$ cat src/sv/linear_array_deque_macros.svh
// Assertion macros used by the deque RTL.
`ifndef LINEAR_ARRAY_DEQUE_MACROS_SVH
`define LINEAR_ARRAY_DEQUE_MACROS_SVH

// Same-cycle implication under reset.
`define LAD_ASSERT_NOW(label, clk, rst_n, ante, cons, msg) \
    label: assert property (@(posedge clk) disable iff (!rst_n) (ante) |-> (cons)) \
        else $error(msg);

// Next-cycle implication under reset.
`define LAD_ASSERT_NEXT(label, clk, rst_n, ante, cons, msg) \
    label: assert property (@(posedge clk) disable iff (!rst_n) (ante) |=> (cons)) \
        else $error(msg);

`endif

$ cat src/sv/lad_pkg.sv
// Types and constants of the linear array deque.
`timescale 1ns / 1ps

package lad_pkg;

    localparam int DATA_W = 32;

    typedef enum logic [1:0] {
        OP_PUSH_FRONT = 2'd0,
        OP_PUSH_REAR  = 2'd1,
        OP_POP_FRONT  = 2'd2,
        OP_POP_REAR   = 2'd3
    } opcode_t;

    typedef enum logic [1:0] {
        ST_DONE     = 2'd0,
        ST_OVERFLOW = 2'd1,
        ST_EMPTY    = 2'd2
    } status_t;

endpackage

$ cat src/sv/lad_req_if.sv
// Request channel of the deque: opcode and value with valid/ready.
`timescale 1ns / 1ps

interface lad_req_if;

    logic                              valid;
    logic                              ready;
    lad_pkg::opcode_t                  opcode;
    logic signed [lad_pkg::DATA_W-1:0] value;

    modport source (output valid, output opcode, output value, input ready);
    modport sink (input valid, input opcode, input value, output ready);

endinterface

$ cat src/sv/lad_rsp_if.sv
// Response channel of the deque: data and status with valid/ready.
`timescale 1ns / 1ps

interface lad_rsp_if;

    logic                              valid;
    logic                              ready;
    logic signed [lad_pkg::DATA_W-1:0] data;
    lad_pkg::status_t                  status;

    modport source (output valid, output data, output status, input ready);
    modport sink (input valid, input data, input status, output ready);

endinterface

$ cat src/sv/lad_mem.sv
// Entry store: one write port and one read port with registered read data.
`timescale 1ns / 1ps

module lad_mem #(
    parameter int DEPTH = 16,
    parameter int IDX_W = 4
) (
    input  logic                       clk,
    input  logic                       wr_en,
    input  logic [IDX_W-1:0]           wr_addr,
    input  logic [lad_pkg::DATA_W-1:0] wr_data,
    input  logic                       rd_en,
    input  logic [IDX_W-1:0]           rd_addr,
    output logic [lad_pkg::DATA_W-1:0] rd_data
);

    logic [lad_pkg::DATA_W-1:0] mem [DEPTH];
    logic [lad_pkg::DATA_W-1:0] rd_data_reg;

    always_ff @(posedge clk)
    begin
        if (wr_en)
        begin
            mem[wr_addr] <= wr_data;
        end
    end

    always_ff @(posedge clk)
    begin
        if (rd_en)
        begin
            rd_data_reg <= mem[rd_addr];
        end
    end

    assign rd_data = rd_data_reg;

endmodule

$ cat src/sv/linear_array_deque.sv
// Top level of the linear array deque.
// Results: an accepted request goes through the request stage register, then the
// result register, before its result is presented; rsp.ready can stall both.
// Throughput: one request per cycle unless rsp.ready stalls; each successful
// request makes one entry access on the entry store (one write port, one read port) and updates the pointers.
// Reset: head and tail go to slot 0, the queue is empty, requests taken at once.
`timescale 1ns / 1ps
`include "linear_array_deque_macros.svh"

module linear_array_deque #(
    parameter int DEPTH = 16
) (
    input logic        clk,
    input logic        rst_n,
    lad_req_if.sink    req,
    lad_rsp_if.source  rsp
);

    localparam int IDX_W = (DEPTH > 1) ? $clog2(DEPTH) : 1;
    localparam logic [IDX_W-1:0] LAST_IDX = IDX_W'(DEPTH - 1);

    logic [IDX_W-1:0] head_reg, head_next;
    logic [IDX_W-1:0] tail_reg, tail_next;
    logic             occ_reg, occ_next;

    logic             s1_valid_reg;
    logic             s1_pop_reg;
    lad_pkg::status_t s1_status_reg;
    logic signed [lad_pkg::DATA_W-1:0] s1_word_reg;

    logic             out_valid_reg;
    lad_pkg::status_t out_status_reg;
    logic signed [lad_pkg::DATA_W-1:0] out_data_reg;

    logic             req_fire;
    logic             s1_adv;
    logic             is_pop;
    lad_pkg::status_t status;
    logic             wr_en;
    logic [IDX_W-1:0] wr_addr;
    logic             rd_en;
    logic [IDX_W-1:0] rd_addr;
    logic [lad_pkg::DATA_W-1:0] rd_data;

    assign s1_adv    = !out_valid_reg || rsp.ready;
    assign req.ready = !s1_valid_reg || s1_adv;
    assign req_fire  = req.valid && req.ready;

    always_comb
    begin
        head_next = head_reg;
        tail_next = tail_reg;
        occ_next  = occ_reg;
        is_pop    = 1'b0;
        status    = lad_pkg::ST_DONE;
        wr_en     = 1'b0;
        wr_addr   = head_reg;
        rd_en     = 1'b0;
        rd_addr   = head_reg;
        case (req.opcode)
            lad_pkg::OP_PUSH_FRONT, lad_pkg::OP_PUSH_REAR:
            begin
                if (!occ_reg)
                begin
                    occ_next  = 1'b1;
                    head_next = '0;
                    tail_next = '0;
                    wr_en     = req_fire;
                    wr_addr   = '0;
                end
                else if (req.opcode == lad_pkg::OP_PUSH_FRONT)
                begin
                    if (head_reg == '0)
                    begin
                        status = lad_pkg::ST_OVERFLOW;
                    end
                    else
                    begin
                        head_next = head_reg - 1'b1;
                        wr_en     = req_fire;
                        wr_addr   = head_reg - 1'b1;
                    end
                end
                else
                begin
                    if (tail_reg == LAST_IDX)
                    begin
                        status = lad_pkg::ST_OVERFLOW;
                    end
                    else
                    begin
                        tail_next = tail_reg + 1'b1;
                        wr_en     = req_fire;
                        wr_addr   = tail_reg + 1'b1;
                    end
                end
            end
            lad_pkg::OP_POP_FRONT, lad_pkg::OP_POP_REAR:
            begin
                is_pop = 1'b1;
                if (!occ_reg)
                begin
                    status = lad_pkg::ST_EMPTY;
                end
                else
                begin
                    rd_en   = req_fire;
                    rd_addr = (req.opcode == lad_pkg::OP_POP_FRONT) ? head_reg : tail_reg;
                    if (head_reg == tail_reg)
                    begin
                        occ_next  = 1'b0;
                        head_next = '0;
                        tail_next = '0;
                    end
                    else if (req.opcode == lad_pkg::OP_POP_FRONT)
                    begin
                        head_next = head_reg + 1'b1;
                    end
                    else
                    begin
                        tail_next = tail_reg - 1'b1;
                    end
                end
            end
            default:
            begin
                status = lad_pkg::ST_DONE;
            end
        endcase
    end

    lad_mem #(
        .DEPTH (DEPTH),
        .IDX_W (IDX_W)
    ) u_mem (
        .clk     (clk),
        .wr_en   (wr_en),
        .wr_addr (wr_addr),
        .wr_data (req.value),
        .rd_en   (rd_en),
        .rd_addr (rd_addr),
        .rd_data (rd_data)
    );

    // Pointers and control.
    always_ff @(posedge clk or negedge rst_n)
    begin
        if (!rst_n)
        begin
            head_reg      <= '0;
            tail_reg      <= '0;
            occ_reg       <= 1'b0;
            s1_valid_reg  <= 1'b0;
            out_valid_reg <= 1'b0;
        end
        else
        begin
            if (req_fire)
            begin
                head_reg <= head_next;
                tail_reg <= tail_next;
                occ_reg  <= occ_next;
            end
            if (req_fire)
            begin
                s1_valid_reg <= 1'b1;
            end
            else if (s1_adv)
            begin
                s1_valid_reg <= 1'b0;
            end
            if (s1_adv)
            begin
                out_valid_reg <= s1_valid_reg;
            end
        end
    end

    // Request stage and result register payload.
    always_ff @(posedge clk)
    begin
        if (req_fire)
        begin
            s1_pop_reg    <= is_pop;
            s1_status_reg <= status;
            s1_word_reg   <= req.value;
        end
        if (s1_adv && s1_valid_reg)
        begin
            out_status_reg <= s1_status_reg;
            if (s1_status_reg != lad_pkg::ST_DONE)
            begin
                out_data_reg <= '0;
            end
            else if (s1_pop_reg)
            begin
                out_data_reg <= $signed(rd_data);
            end
            else
            begin
                out_data_reg <= s1_word_reg;
            end
        end
    end

    assign rsp.valid  = out_valid_reg;
    assign rsp.data   = out_data_reg;
    assign rsp.status = out_status_reg;

    `LAD_ASSERT_NOW(a_empty_ptrs, clk, rst_n, !occ_reg, head_reg == '0 && tail_reg == '0,
        "empty deque with pointers off slot 0")
    `LAD_ASSERT_NOW(a_ptr_order, clk, rst_n, occ_reg, head_reg <= tail_reg,
        "head past tail")
    `LAD_ASSERT_NEXT(a_s1_hold, clk, rst_n, s1_valid_reg && !s1_adv,
        s1_valid_reg && $stable(s1_status_reg) && $stable(s1_pop_reg),
        "stalled request stage changed")
    `LAD_ASSERT_NOW(a_err_zero, clk, rst_n,
        out_valid_reg && out_status_reg != lad_pkg::ST_DONE, out_data_reg == '0,
        "error result with nonzero data")

endmodule
$ cat src/flat_wrapper.sv
// flat-port wrapper written by rule: the top's interface ports become plain ports
module linear_array_deque_flat 
#(
    parameter int DEPTH = 16
)
  (clk, rst_n, req_valid, req_opcode, req_value, req_ready, rsp_valid, rsp_data, rsp_status, rsp_ready);
  lad_req_if req_i ();
  lad_rsp_if rsp_i ();
  input logic clk;
  input logic rst_n;
  input wire logic [$bits(req_i.valid)-1:0] req_valid;
  input wire logic [$bits(req_i.opcode)-1:0] req_opcode;
  input wire logic [$bits(req_i.value)-1:0] req_value;
  output wire logic [$bits(req_i.ready)-1:0] req_ready;
  output wire logic [$bits(rsp_i.valid)-1:0] rsp_valid;
  output wire logic [$bits(rsp_i.data)-1:0] rsp_data;
  output wire logic [$bits(rsp_i.status)-1:0] rsp_status;
  input wire logic [$bits(rsp_i.ready)-1:0] rsp_ready;
  assign req_i.valid = req_valid;
  assign req_i.opcode = req_opcode;
  assign req_i.value = req_value;
  assign req_ready = req_i.ready;
  assign rsp_valid = rsp_i.valid;
  assign rsp_data = rsp_i.data;
  assign rsp_status = rsp_i.status;
  assign rsp_i.ready = rsp_ready;
  linear_array_deque #(.DEPTH(DEPTH)) u_core (.clk(clk), .rst_n(rst_n), .req(req_i), .rsp(rsp_i));
endmodule
$ cat config.mk
export PLATFORM = sky130hd
export DESIGN_NAME = linear_array_deque_flat
export DESIGN_NICKNAME = d
export VERILOG_FILES = /design/src/sv/lad_pkg.sv /design/src/sv/lad_req_if.sv /design/src/sv/lad_rsp_if.sv /design/src/sv/lad_mem.sv /design/src/sv/linear_array_deque.sv /design/src/flat_wrapper.sv
export VERILOG_INCLUDE_DIRS = /design/src /design/src/sv
export SDC_FILE = /design/constraint.sdc
export NUM_CORES = 1
export LEC_CHECK = 0
export BUFFER_PORTS_ARGS = -buffer_cell sky130_fd_sc_hd__buf_2
export CAP_MARGIN = 20
export CELL_PAD_IN_SITES_DETAIL_PLACEMENT = 1
export CELL_PAD_IN_SITES_GLOBAL_PLACEMENT = 1
export CORE_MARGIN = 1
export CORE_UTILIZATION = 34
export DETAILED_ROUTE_END_ITERATION = 10
export GPL_TIMING_DRIVEN = 0
export PLACE_DENSITY = 0.62
export RECOVER_POWER = 25
export REMOVE_ABC_BUFFERS = 1
export SYNTH_ARGS = -nofsm -noshare
export SYNTH_HDL_FRONTEND = slang
export SYNTH_HIERARCHICAL = 1
export SYNTH_SLANG_ARGS = --single-unit
$ cat constraint.sdc
create_clock -name clk -period 5.9 [get_ports clk]
set_clock_uncertainty 0.15 [all_clocks]
set_input_delay 1.18 -clock clk [delete_from_list [all_inputs] [get_ports clk]]
set_output_delay 1.18 -clock clk [all_outputs]
set_load 0.02 [all_outputs]
==> metrics.md <==
| Metric | Value |
|---|---|
| Placed Area | 26190 um2 |
| Pin count of the biggest net entering global routing | 33 |
| Skew-Pair Late Insertion Delay | a little under 600 ps |
| Final Util | ~41% |
| Count leader, synth | edfxtp_1 |
| Kind of end point of the critical path | register |
| Number of port buffers | 73 |
| RSZ-0062 raised after global routing | false |
| Leading area contributor after synthesis | edfxtp_1 |
| Setup TNS | 0 ps |
| Pre-CTS setup slack | approximately 1200 ps |
| Initial antenna violation count | 2 |
| R2r worst-path depth | 10 |
| Core area | 68830 um2 |
| Syn Inst Count | 1112 |
| Syn Std Cell Area | 23750 um2 |
| Top cell type's share of synthesized area | approximately 78% |
| Critical hold path startpoint | u_core/s1_status_reg[1]$_SDFFCE_PP0N_ |
| Final hold vios | 0 |
| Period Utilization, post-route | 76.04% |
| Die W | 266.3 um |
| Worst EP required | 6050 ps |
| Number of H-tree levels | 3 |
| Global-route wire length before repair | a little over 80 mm |
| # IOs | 74 |
| Worst r2r dst | u_core/u_mem/mem[8][7]$_DFFE_PP_ |
| Most frequent cells after synthesis | edfxtp_1 (613), mux4_2 (128), a22oi_1 (64) |
| Sw frac | 27.91% |
| Layout cells sized above 1 | 27.28% |
| Dpl hpwl | 34.66 mm |
| Setup crit end | u_core/u_mem/mem[8][7]$_DFFE_PP_ |
| DR vias/cell | 5.131 |
| Final-report setup violation count | 0 |
| Num rows | 96 |
| Largest register by flop count | u_core/u_mem/mem |
| RR Startpoint | u_core/head_reg[0]$_DFFE_PN0P_ |
| Peak supply drop | approximately 0.22 mV |
| Syn avg cell area | 21.36 um2 |
| Crit. Startpoint | u_core/head_reg[0]$_DFFE_PN0P_ |
| Post-route setup slack | approximately 1400 ps |
| Slew headroom | between 20 and 30% |
| PwrDens | 445.3 nW/um2 |
| Max_cap viols | 0 |
| Synth top area cells | edfxtp_1 (78%), mux4_2 (12%), a22oi_1 (2.0%), mux2i_1 (1.4%), dfrtp_1 (1.2%) |
| Initial Util | 34.51% |
| Critical path fanouts, max | 9 |
| Post-route antenna net violation count | 0 |
| Seq/Total Area, Yosys | 78.66% |
| CTS Root Cell | clkbuf_16 |
| Hold slack | 293.5 ps |
| Crit path time final | 4487 ps |
| Post-cts sizing count | 0 |
| CTS buffer count | 67 |
| Max reg flops | 512 |
| DIE AREA | 70920 um2 |
| Clock share of power | 31.9% |
| Number of synthesized flops with an enable pin | a little over 600 |
| Int Pwr | 9.071 mW |
| DRT iter0 DRCs | 852 |
| Ys async rst share | 1.763% |
| Sw Pwr | 3.512 mW |
| Vias in the first global route | 12150 |
| Critical path class | register to register |
| CTS Sinks | about 620 |
| Remaining DRCs | 0 |
| Final instance area | 28250 um2 |
| Yosys cell types | 46 |
| CP Launch Type | register |
| Total GRT Usage | about 16% |
| Vias | roughly 11000 |
| Worst hold path class | register to register |
| Gate power share | 25.3% |
| Crit path DAT | 4640 ps |
| CTS tree | built |
| R2r setup slk | 1410 ps |
| Drt pass-1 iters | 5 |
| Synth Register Bits | roughly 620 |
| Dominant synthesized flop cell | edfxtp_1 |
| Layout fillers | 6428 |
| Reg power frac | between 40% and 50% |
| Max Clk Rate | 222.9 MHz |
| Layout Nets | about 1300 |
| Ys Warns | 6 |
| Pleak | 9.045 nW |
| Final max-slew violation count | 0 |
| Register clock-pin slew on the reported worst setup and hold paths | 60 ps |
| Layout area overhead | 18.96% |
| Post-CTS setup buffer count | 0 |
| CTS Buffer Depth | 3 |
| Hold_buf cts | 0 |
| Die Ht | 266.3 um |
| GP Congestion | 0.7673 |
| N_diodes | 0 |
| Actual slew at the worst max-slew pin | 1107 ps |
| Status | complete, no violations |
| GRT overflow | 0 |
| Final wirelength | 55.17 mm |
| WL/cell | 24.80 um |
==> critical path, stage by stage, from the launching register on <==
cell      delay [ps]
dfrtp_1          540
inv_1            190
ha_1             260
or3b_1           330
o21ai_0          200
a211oi_1         580
nand3b_1         410
nor3_2           940
buf_6            260
buf_8            170
buf_6            150
==> power by group through the flow <==
| stage | sequential, mW | combinational, mW | clock [mW] |
|---|---|---|---|
| 2_1_floorplan | 5.46 | 2.57 | 0 |
| 3_3_place_gp | 5.47 | 3.02 | 0 |
| 3_5_place_dp | 5.47 | 3.24 | 0 |
| 4_1_cts | 5.38 | 3.26 | 4.15 |
| 5_1_grt | 5.40 | 3.45 | 4.29 |
| 6_report | 5.38 | 3.18 | 4.02 |
==> cell type report <==
type / instances / area (um2) / share of cell area (%)
Clock inverter: 31 / 279.0 / 0.9875
Multi-Input combinational cell: 417 / 4900 / 17.34
Clock buffer: 86 / 1812 / 6.412
Inverter: 9 / 33.78 / 0.1196
Timing Repair Buffer: 127 / 1383 / 4.893
Sequential cell: 624 / 18680 / 66.12
Tap cell: 931 / 1165 / 4.123
==> per-stage QoR <==
| stage | instances | total power [mW] |
|---|---|---|
| after floorplan | 1050 | 8.032 |
| after global placement | 2054 | 8.489 |
| after detailed placement | 2108 | 8.712 |
| after CTS | 2225 | 12.78 |
| after global routing | 2225 | 13.14 |
| final | 2225 | 12.58 |
==> per-layer routing <==
| layer | vias to the layer above | global-route usage (%) | part of all wire [%] |
|---|---|---|---|
| li1 | 4899 | - | - |
| met1 | 6198 | 21.67 | 45 |
| met2 | 230 | 26.34 | 49 |
| met3 | 85 | 2.902 | 4.0 |
| met4 | 4 | 4.194 | 2.0 |
| met5 | - | 0 | 0.042 |
==> logic make-up (layout without fill, tap and decap cells) <==
| logic type | count (synthesis) | in the layout | share of synthesized area (%) |
|---|---|---|---|
| multiplexers | 163 | 163 | 13.62 |
| XOR/XNOR | 7 | 7 | 0.2581 |
| adder cells (fa/ha/maj) | 4 | 4 | 0.2107 |
| flip-flops | 624 | 624 | 78.66 |
| AND/OR/NAND/NOR | 134 | 134 | 2.523 |
| buffers and inverters | 71 | 253 | 1.375 |
| AO/OA/AOI/OAI | 109 | 109 | 3.350 |
==> cell usage in the layout (no fill, tap or decap), types with 3 or more instances in the layout <==
cell type  instances
edfxtp_1         613
mux4_2           128
clkbuf_16         70
a22oi_1           64
buf_2             51
nand2_1           44
clkbuf_1          38
nor2_1            36
mux2i_1           33
buf_12            24
clkinv_1          14
buf_16            13
nor2_4            13
buf_6             13
o21ai_0           11
dfrtp_1           11
clkinv_2           8
nand2b_1           7
inv_1              7
nand3_1            6
a211oi_1           5
a21oi_1            5
xnor2_1            5
bufinv_16          4
nand3b_1           4
a21o_1             4
ha_1               4
nor3_2             4
buf_8              4
clkinv_8           3
a31oi_1            3
a22o_1             3
nand4_1            3
nor3_1             3
==> how the worst min path moves through the flow <==
stage | endpoint | slack, ps | depth (start not counted)
2_1_floorplan | u_core/rsp.status[0]$_DFFE_PP_ | 270 | 0
5_1_grt | u_core/rsp.status[1]$_DFFE_PP_ | 300 | 0
6_report | u_core/rsp.status[1]$_DFFE_PP_ | 290 | 0
3_3_place_gp | u_core/rsp.status[0]$_DFFE_PP_ | 280 | 0
4_1_cts | u_core/rsp.status[1]$_DFFE_PP_ | 290 | 0
3_5_place_dp | u_core/rsp.status[1]$_DFFE_PP_ | 280 | 0
No activity file was read; power rests on OpenSTA's default activity.
